**config.mk**
```make
export PLATFORM = sky130hd
export DESIGN_NAME = wireframe_rectangle_hit_test_core
export DESIGN_NICKNAME = d
export VERILOG_FILES = /design/src/rtl/core/wrht_pkg.sv /design/src/rtl/core/wrht_front.sv /design/src/rtl/core/wrht_queue.sv /design/src/rtl/core/wrht_back.sv /design/src/rtl/core/wireframe_rectangle_hit_test_core.sv
export SDC_FILE = /design/constraint.sdc
export NUM_CORES = 2
export LEC_CHECK = 0
export BUFFER_PORTS_ARGS = -buffer_cell sky130_fd_sc_hd__buf_2
export CAP_MARGIN = 20
export CELL_PAD_IN_SITES_DETAIL_PLACEMENT = 1
export CELL_PAD_IN_SITES_GLOBAL_PLACEMENT = 2
export CORE_UTILIZATION = 25
export CTS_CLUSTER_DIAMETER = 120
export DETAILED_ROUTE_END_ITERATION = 8
export GPL_TIMING_DRIVEN = 0
export PLACE_DENSITY = 0.6
export REMOVE_ABC_BUFFERS = 1
export SYNTH_ARGS = -nofsm -noshare
export SYNTH_HDL_FRONTEND = slang
export SYNTH_SLANG_ARGS = --single-unit
```
**constraint.sdc**
```tcl
create_clock -name clock -period 19.5 [get_ports clock]
set_clock_uncertainty 0.2 [all_clocks]
set_input_delay 3.9 -clock clock [delete_from_list [all_inputs] [get_ports clock]]
set_output_delay 3.9 -clock clock [all_outputs]
set_load 0.005 [all_outputs]
```
**src/rtl/core/wrht_pkg.sv**
```systemverilog
// ----------------------------------------------------------------------------
// wrht_pkg
// Shared types and constants of the wireframe rectangle hit test core.
// ----------------------------------------------------------------------------
`default_nettype none

package wrht_pkg;

   localparam int CSR_INDEX_WIDTH = 8;

   localparam logic [CSR_INDEX_WIDTH-1:0] CSR_RECT_MIN_X = 8'd0;
   localparam logic [CSR_INDEX_WIDTH-1:0] CSR_RECT_MIN_Y = 8'd1;
   localparam logic [CSR_INDEX_WIDTH-1:0] CSR_RECT_MAX_X = 8'd2;
   localparam logic [CSR_INDEX_WIDTH-1:0] CSR_RECT_MAX_Y = 8'd3;

   typedef enum logic [1:0] {
      REGION_BELOW,
      REGION_INSIDE,
      REGION_ABOVE
   } region_type;

   typedef struct packed {
      logic counted;
      logic last;
      logic decided;
      logic decided_hit;
   } edge_ctrl_type;

endpackage

`default_nettype wire

```
**src/rtl/core/wrht_front.sv**
```systemverilog
// ----------------------------------------------------------------------------
// wrht_front
// Classifies both endpoints of an edge into the nine rectangle regions,
// settles the easy cases and prepares the corner offsets for the back end.
// ----------------------------------------------------------------------------
`default_nettype none

module wrht_front
   import wrht_pkg::*;
#(
   parameter int CW = 16
) (
   input  wire logic signed [CW-1:0] p_x,
   input  wire logic signed [CW-1:0] p_y,
   input  wire logic signed [CW-1:0] q_x,
   input  wire logic signed [CW-1:0] q_y,
   input  wire logic                 p_in_front,
   input  wire logic                 q_in_front,
   input  wire logic                 last_edge,
   input  wire logic signed [CW-1:0] rect_min_x,
   input  wire logic signed [CW-1:0] rect_min_y,
   input  wire logic signed [CW-1:0] rect_max_x,
   input  wire logic signed [CW-1:0] rect_max_y,
   output edge_ctrl_type             ctrl,
   output logic signed [CW:0]        dx,
   output logic signed [CW:0]        dy,
   output logic signed [CW:0]        ox0,
   output logic signed [CW:0]        ox1,
   output logic signed [CW:0]        oy0,
   output logic signed [CW:0]        oy1
);

   function automatic region_type classify(logic signed [CW-1:0] v,
                                           logic signed [CW-1:0] lo,
                                           logic signed [CW-1:0] hi);
      region_type r;
      if (v < lo) begin
         r = REGION_BELOW;
      end else if (v <= hi) begin
         r = REGION_INSIDE;
      end else begin
         r = REGION_ABOVE;
      end
      return r;
   endfunction

   function automatic logic signed [CW:0] sub_ext(logic signed [CW-1:0] a,
                                                  logic signed [CW-1:0] b);
      logic signed [CW:0] ae;
      logic signed [CW:0] be;
      ae = $signed({a[CW-1], a});
      be = $signed({b[CW-1], b});
      return ae - be;
   endfunction

   region_type pc, pr, qc, qr;
   logic       end_inside, both_miss, both_span;

   always_comb begin
      pc = classify(p_x, rect_min_x, rect_max_x);
      pr = classify(p_y, rect_min_y, rect_max_y);
      qc = classify(q_x, rect_min_x, rect_max_x);
      qr = classify(q_y, rect_min_y, rect_max_y);

      end_inside = (pc == REGION_INSIDE && pr == REGION_INSIDE) ||
                   (qc == REGION_INSIDE && qr == REGION_INSIDE);
      both_miss  = (pr == REGION_BELOW && qr == REGION_BELOW) ||
                   (pc == REGION_BELOW && qc == REGION_BELOW) ||
                   (pr == REGION_ABOVE && qr == REGION_ABOVE) ||
                   (pc == REGION_ABOVE && qc == REGION_ABOVE);
      both_span  = (pr == REGION_INSIDE && qr == REGION_INSIDE) ||
                   (pc == REGION_INSIDE && qc == REGION_INSIDE);

      ctrl.counted     = p_in_front | q_in_front;
      ctrl.last        = last_edge;
      ctrl.decided     = end_inside | both_miss | both_span;
      ctrl.decided_hit = end_inside | (~both_miss & both_span);

      dx  = sub_ext(p_x, q_x);
      dy  = sub_ext(p_y, q_y);
      ox0 = sub_ext(rect_min_x, q_x);
      ox1 = sub_ext(rect_max_x, q_x);
      oy0 = sub_ext(rect_min_y, q_y);
      oy1 = sub_ext(rect_max_y, q_y);
   end

endmodule

`default_nettype wire

```
**src/rtl/core/wrht_queue.sv**
```systemverilog
// ----------------------------------------------------------------------------
// wrht_queue
// Two-entry queue of classified edges between the front and the back end.
// ----------------------------------------------------------------------------
`default_nettype none

module wrht_queue #(
   parameter int DATA_WIDTH = 8
) (
   input  wire logic                  clock,
   input  wire logic                  reset,
   input  wire logic                  push,
   input  wire logic [DATA_WIDTH-1:0] push_data,
   output logic                       full,
   input  wire logic                  pop,
   output logic                       head_valid,
   output logic [DATA_WIDTH-1:0]      head_data
);

   logic [1:0]            count_ff, count_in;
   logic [DATA_WIDTH-1:0] slot0_ff, slot0_in;
   logic [DATA_WIDTH-1:0] slot1_ff, slot1_in;

   always_comb begin
      count_in = count_ff;
      slot0_in = slot0_ff;
      slot1_in = slot1_ff;
      if (push && pop) begin
         if (count_ff == 2'd1) begin
            slot0_in = push_data;
         end else begin
            slot0_in = slot1_ff;
            slot1_in = push_data;
         end
      end else if (push) begin
         count_in = count_ff + 2'd1;
         if (count_ff == 2'd0) begin
            slot0_in = push_data;
         end else begin
            slot1_in = push_data;
         end
      end else if (pop) begin
         count_in = count_ff - 2'd1;
         slot0_in = slot1_ff;
      end
   end

   always_ff @(posedge clock) begin
      if (reset) begin
         count_ff <= 2'd0;
      end else begin
         count_ff <= count_in;
      end
      slot0_ff <= slot0_in;
      slot1_ff <= slot1_in;
   end

   assign full       = (count_ff == 2'd2);
   assign head_valid = (count_ff != 2'd0);
   assign head_data  = slot0_ff;

endmodule

`default_nettype wire

```
**src/rtl/core/wrht_back.sv**
```systemverilog
// ----------------------------------------------------------------------------
// wrht_back
// Forms the corner cross products, resolves the corner test, keeps the
// running hit flag and holds the object result until it is taken.
// ----------------------------------------------------------------------------
`default_nettype none

module wrht_back
   import wrht_pkg::*;
#(
   parameter int CW = 16
) (
   input  wire logic                 clock,
   input  wire logic                 reset,
   input  wire logic                 head_valid,
   input  wire edge_ctrl_type        head_ctrl,
   input  wire logic signed [CW:0]   dx,
   input  wire logic signed [CW:0]   dy,
   input  wire logic signed [CW:0]   ox0,
   input  wire logic signed [CW:0]   ox1,
   input  wire logic signed [CW:0]   oy0,
   input  wire logic signed [CW:0]   oy1,
   output logic                      pop,
   output logic                      rsp_valid,
   output logic                      rsp_hit,
   input  wire logic                 rsp_ready
);

   localparam int PW = 2 * CW + 2;

   logic                 mul_valid_ff, mul_valid_in;
   edge_ctrl_type        mul_ctrl_ff;
   logic signed [PW-1:0] dy_ox0_ff, dy_ox1_ff, dx_oy0_ff, dx_oy1_ff;
   logic                 hit_ff, hit_in;
   logic                 rsp_valid_ff, rsp_valid_in;
   logic                 rsp_hit_ff, rsp_hit_in;
   logic                 retire, corner_hit, edge_hit;
   logic                 below00, below11, below01, below10;

   always_comb begin
      below00    = dy_ox0_ff < dx_oy0_ff;
      below11    = dy_ox1_ff < dx_oy1_ff;
      below01    = dy_ox0_ff < dx_oy1_ff;
      below10    = dy_ox1_ff < dx_oy0_ff;
      corner_hit = (below00 != below11) || (below01 != below10);
      edge_hit   = mul_ctrl_ff.counted &
                   (mul_ctrl_ff.decided ? mul_ctrl_ff.decided_hit : corner_hit);

      retire = mul_valid_ff && (!mul_ctrl_ff.last || !rsp_valid_ff || rsp_ready);
      pop    = head_valid && (!mul_valid_ff || retire);

      mul_valid_in = pop | (mul_valid_ff & ~retire);

      hit_in       = hit_ff;
      rsp_valid_in = rsp_valid_ff & ~rsp_ready;
      rsp_hit_in   = rsp_hit_ff;
      if (retire) begin
         if (mul_ctrl_ff.last) begin
            rsp_valid_in = 1'b1;
            rsp_hit_in   = hit_ff | edge_hit;
            hit_in       = 1'b0;
         end else begin
            hit_in = hit_ff | edge_hit;
         end
      end
   end

   always_ff @(posedge clock) begin
      if (reset) begin
         mul_valid_ff <= 1'b0;
         hit_ff       <= 1'b0;
         rsp_valid_ff <= 1'b0;
      end else begin
         mul_valid_ff <= mul_valid_in;
         hit_ff       <= hit_in;
         rsp_valid_ff <= rsp_valid_in;
      end
      rsp_hit_ff <= rsp_hit_in;
      if (pop) begin
         mul_ctrl_ff <= head_ctrl;
         dy_ox0_ff   <= dy * ox0;
         dy_ox1_ff   <= dy * ox1;
         dx_oy0_ff   <= dx * oy0;
         dx_oy1_ff   <= dx * oy1;
      end
   end

   assign rsp_valid = rsp_valid_ff;
   assign rsp_hit   = rsp_hit_ff;

endmodule

`default_nettype wire

```
**src/rtl/core/wireframe_rectangle_hit_test_core.sv**
```systemverilog
// ----------------------------------------------------------------------------
// wireframe_rectangle_hit_test_core
// Tests the screen edges of an object against a selection rectangle and
// reports one hit result per object on its last edge.
// ----------------------------------------------------------------------------
// Throughput is one edge request per cycle while the object result is not held
// waiting on rsp_tready, set by the single cross product stage that takes one edge from the queue each cycle.
// The last edge of an object passes the edge queue and the cross product stage before its result is registered.
// Reset is synchronous and active high; it clears the rectangle registers,
// the queue, the hit flag and the pending result.
`default_nettype none

module wireframe_rectangle_hit_test_core
   import wrht_pkg::*;
#(
   parameter int COORD_WIDTH = 16
) (
   input  wire logic                                     clock,
   input  wire logic                                     reset,
   // req_tdata: p_x, p_y, q_x, q_y, p_in_front, q_in_front, zero fill
   input  wire logic                                     req_tvalid,
   output logic                                          req_tready,
   input  wire logic [((4*COORD_WIDTH+2+7)/8)*8-1:0]     req_tdata,
   input  wire logic                                     req_tlast,
   // rsp_tdata: object_hit, zero fill
   output logic                                          rsp_tvalid,
   input  wire logic                                     rsp_tready,
   output logic [7:0]                                    rsp_tdata,
   input  wire logic                                     csr_valid,
   output logic                                          csr_ready,
   input  wire logic [CSR_INDEX_WIDTH-1:0]               csr_index,
   input  wire logic [COORD_WIDTH-1:0]                   csr_data
);

   localparam int CW = COORD_WIDTH;
   localparam int QW = $bits(edge_ctrl_type) + 6 * (CW + 1);

   logic signed [CW-1:0] rect_min_x_ff, rect_min_y_ff, rect_max_x_ff, rect_max_y_ff;

   edge_ctrl_type        f_ctrl, q_ctrl;
   logic signed [CW:0]   f_dx, f_dy, f_ox0, f_ox1, f_oy0, f_oy1;
   logic signed [CW:0]   q_dx, q_dy, q_ox0, q_ox1, q_oy0, q_oy1;
   logic [QW-1:0]        q_data;
   logic                 q_full, q_valid, q_pop, req_accept;
   logic                 rsp_hit;

   assign csr_ready = 1'b1;

   always_ff @(posedge clock) begin
      if (reset) begin
         rect_min_x_ff <= '0;
         rect_min_y_ff <= '0;
         rect_max_x_ff <= '0;
         rect_max_y_ff <= '0;
      end else if (csr_valid) begin
         case (csr_index)
            CSR_RECT_MIN_X: rect_min_x_ff <= csr_data;
            CSR_RECT_MIN_Y: rect_min_y_ff <= csr_data;
            CSR_RECT_MAX_X: rect_max_x_ff <= csr_data;
            CSR_RECT_MAX_Y: rect_max_y_ff <= csr_data;
            default: begin
            end
         endcase
      end
   end

   wrht_front #(.CW(CW)) u_front (
      .p_x        (req_tdata[CW-1:0]),
      .p_y        (req_tdata[2*CW-1:CW]),
      .q_x        (req_tdata[3*CW-1:2*CW]),
      .q_y        (req_tdata[4*CW-1:3*CW]),
      .p_in_front (req_tdata[4*CW]),
      .q_in_front (req_tdata[4*CW+1]),
      .last_edge  (req_tlast),
      .rect_min_x (rect_min_x_ff),
      .rect_min_y (rect_min_y_ff),
      .rect_max_x (rect_max_x_ff),
      .rect_max_y (rect_max_y_ff),
      .ctrl       (f_ctrl),
      .dx         (f_dx),
      .dy         (f_dy),
      .ox0        (f_ox0),
      .ox1        (f_ox1),
      .oy0        (f_oy0),
      .oy1        (f_oy1)
   );

   assign req_tready = ~q_full;
   assign req_accept = req_tvalid & req_tready;

   wrht_queue #(.DATA_WIDTH(QW)) u_queue (
      .clock      (clock),
      .reset      (reset),
      .push       (req_accept),
      .push_data  ({f_ctrl, f_dx, f_dy, f_ox0, f_ox1, f_oy0, f_oy1}),
      .full       (q_full),
      .pop        (q_pop),
      .head_valid (q_valid),
      .head_data  (q_data)
   );

   assign {q_ctrl, q_dx, q_dy, q_ox0, q_ox1, q_oy0, q_oy1} = q_data;

   wrht_back #(.CW(CW)) u_back (
      .clock      (clock),
      .reset      (reset),
      .head_valid (q_valid),
      .head_ctrl  (q_ctrl),
      .dx         (q_dx),
      .dy         (q_dy),
      .ox0        (q_ox0),
      .ox1        (q_ox1),
      .oy0        (q_oy0),
      .oy1        (q_oy1),
      .pop        (q_pop),
      .rsp_valid  (rsp_tvalid),
      .rsp_hit    (rsp_hit),
      .rsp_ready  (rsp_tready)
   );

   assign rsp_tdata = {7'd0, rsp_hit};

endmodule

`default_nettype wire

```
==> impl_results.md <==
- Post-route insts no fill: 10602
- Synth Flop Type: edfxtp_1
- # setup viols final: 0
- Seq. cell area: 0.0120 sq mm
- First-pass GRT wire length: 314000 um
- Clock transition at the registers of the reported paths: 0.06 ns
- H-tree depth reported by CTS: 2
- Post-synth ARST share: 0%
- Multi-input combinational cell area: 0.0487 sq mm
- Clock Tree Buf Depth: 3
- Final count of pins violating max slew: 0
- Status: finished clean
- Critical path fanouts, max: 13
- Total congestion overflow: 0
- Fraction of layout cells with a size suffix above 1: between 4 and 5%
- Worst reg2reg startpoint: u_queue.head_data[96]$_DFFE_PP_
- Fin crit period: 8.90 ns
- Total number of vias: approximately 47000
- Initial antenna violation count: 4
- Initial DRC count: 1588
- Drc violations: 0
- Final wirelength: between 150000 and 200000 um
- Via density: 4.44
- # port buffers: between 90 and 100
- WHS Endpoint: u_back.mul_ctrl_ff[3]$_DFFE_PP_
- CTS sink count: 422
- Nets: between 8000 and 9000
- Yosys cell types: 80
- Fmax: ~0.11 GHz
- Post-DP HPWL: ~170000 um
- Fin crit share: 45.6%
- DP Cell Count: 10496
- Reg2reg end: u_back.dx_oy1_ff[33]$_DFFE_PP_
- Clk root buf: clkbuf_16
- Yosys reg bits: 422
- Worst setup path category: reg -> reg
- Vias in the first global route: 53539
- GP Congestion: approximately 0.84
- RSZ-0062 raised after global routing: false
- Final Util: 28.2%
- Setup crit start: u_queue.head_data[96]$_DFFE_PP_
- Synthesized area: roughly 0.067 sq mm
- WL/cell: between 15 and 20 um
- Core area: 0.266 sq mm
- Start point of the worst hold path: u_queue.head_data[105]$_DFFE_PP_
- # rows: 189
- Die ar.: 0.271 sq mm
- GRT Util Overall: 14.9%
- Actual slew at the worst max-slew pin: between 0.9 and 1 ns
- Post-synth EDFFs: 353
- Starting Density: ~25%
- CTS tree: built
- Max cap viols: 0
- CTS resizes: 0
- Antenna Nets Post-Route: 0
- # hold bufs at CTS: 0
- Area Growth Syn to Fin: 11.7%
- Die height: 520 um
- Average size of a mapped cell: 9.57 sq um
- Hold depth: 0
- DRT Pass-1 Iters: 5
- Reg-to-reg setup timing slack: roughly 11 ns
- CP arrival: 9.05 ns
- Yosys top cell area share: 35.5%
- Worst endpoint required time: around 20 ns
- Die W: between 500 and 600 um
- Dominant cell type by area after synthesis: fa_1
- Largest net degree at the start of global routing: 71
- Largest cells by area after synthesis: fa_1, edfxtp_1, ha_1, inv_1, and2_1
- Crit start category: register
- HP Class: reg -> reg
- Slew HR: 34.3%
- Depth of the most critical reg-to-reg path: 23
- Clk_lat worst skew: 0.67 ns
- Post-synthesis cell count: 7016
- Final Hold Fails: 0
- CP Capture Type: register
- Synth cell count leaders: inv_1, fa_1, nand2_1
- # IOs: 113
- Synth warn: 0
- Seq/Total Area, Yosys: 17.9%
- Fill cells: 30609
- Inserted Clock Buffers: 56
- Count leader, synth: inv_1
- Post-CTS setup buffer count: 0
## area by class of cell
class / instances / area share, %
diodes: 3 / 0.0100
clock buffers: 69 / 1.96
clock inverters: 34 / 0.532
inverters: 1476 / 7.39
multi-input cells: 4889 / 65.0
flip-flops and latches: 422 / 16.0
well taps: 3533 / 5.90
repair buffers: 176 / 3.19
## worst max-delay path, stage by stage, from the launching register on
cell and delay [ns]:
edfxtp_1 0.88, buf_8 0.25, buf_8 0.17, nand2_1 0.09, fa_1 0.55, fa_1 0.51, fa_1 0.51, inv_1 0.05
fa_1 0.53, fa_1 0.50, inv_1 0.05, fa_1 0.47, inv_1 0.04, ha_1 0.33, and3_1 0.22, a31oi_1 0.20
o21ai_0 0.20, o21ai_0 0.58, o221ai_1 0.36, o41ai_1 0.70, o21ai_0 0.27, o21ai_0 0.29, a21oi_1 0.11, a31oi_1 0.46
## flip-flops by register name, indices dropped and copies added, names as in the netlist
register	cells
rect_max_x_ff	16
rect_max_y_ff	16
rect_min_x_ff	16
rect_min_y_ff	16
u_back.dx_oy0_ff	34
u_back.dx_oy1_ff	34
u_back.dy_ox0_ff	34
u_back.dy_ox1_ff	34
u_back.hit_ff	1
u_back.mul_ctrl_ff	4
u_back.mul_valid_ff	1
u_back.rsp_hit	1
u_back.rsp_valid	1
u_queue.count_ff	2
u_queue.head_data	106
u_queue.slot1_ff	106
## worst max path at each step
stage / to / slack, ns
floorplan: u_queue.head_data[100]$_DFFE_PP_ / 3.59
global placement: u_queue.head_data[68]$_DFFE_PP_ / -2.96
detailed placement: u_back.dx_oy1_ff[33]$_DFFE_PP_ / 10.60
CTS: u_back.dx_oy1_ff[33]$_DFFE_PP_ / 10.53
global route: u_back.dx_oy1_ff[33]$_DFFE_PP_ / 10.21
finish: u_back.dx_oy1_ff[33]$_DFFE_PP_ / 10.60
## cells by family (layout without fill, tap and decap cells)
kind of cell             count (synthesis)  in the layout  share of synthesized area, %
other                                    2             11                        0.0112
buffers and inverters                 1711           1755                          9.62
multiplexers                            44             44                         0.695
AND/OR/NAND/NOR                       2092           2092                          15.0
flip-flops                             422            422                          17.9
AO/OA/AOI/OAI                          714            714                          6.76
XOR/XNOR                               203            203                          2.65
adder cells (fa/ha/maj)               1828           1828                          47.4
## cell usage in the layout (no fill, tap or decap), types with 16 or more instances in the layout
master	n
and3_1	31
nor3_1	62
dfxtp_1	69
and2_1	579
mux2i_1	23
nand3_1	57
o21a_1	51
buf_2	97
ha_1	638
buf_16	51
a31oi_1	16
nand4_1	37
edfxtp_1	353
nand2b_1	56
mux2_2	21
clkbuf_16	57
a21oi_1	250
o21bai_1	19
xnor2_1	171
a21o_1	83
o21ai_0	131
a211oi_1	24
nor2b_1	43
xor2_1	32
nand2_1	934
inv_1	1476
fa_1	1190
buf_12	19
nor2_1	237
## through the flow
| step | area [sq um] | worst slack, ns | hold slack, ns | setup TNS (ns) |
|---|---|---|---|---|
| after floorplan | 66200 | 3.59 | 0.200 | 0 |
| after global placement | 71100 | -2.96 | 0.214 | -268.36 |
| after detailed placement | 73100 | 10.60 | 0.206 | 0 |
| after CTS | 74900 | 10.53 | 0.176 | 0 |
| after global routing | 74900 | 10.21 | 0.200 | 0 |
| final | 75000 | 10.60 | 0.184 | 0 |
## metal layers
| metal | track usage, % | vias to the layer above | share of wire (%) |
|---|---|---|---|
| met1 | 20.0 | 24776 | 47 |
| met3 | 1.11 | 154 | 1.9 |
| met2 | 26.1 | 422 | 49 |
| met4 | 2.92 | 4 | 2.1 |
| met5 | 0 | - | 0.010 |
| li1 | - | 21755 | - |
Power is not shown: default switching activity piles up to over one toggle a cycle in this logic, so the estimate is an artifact.
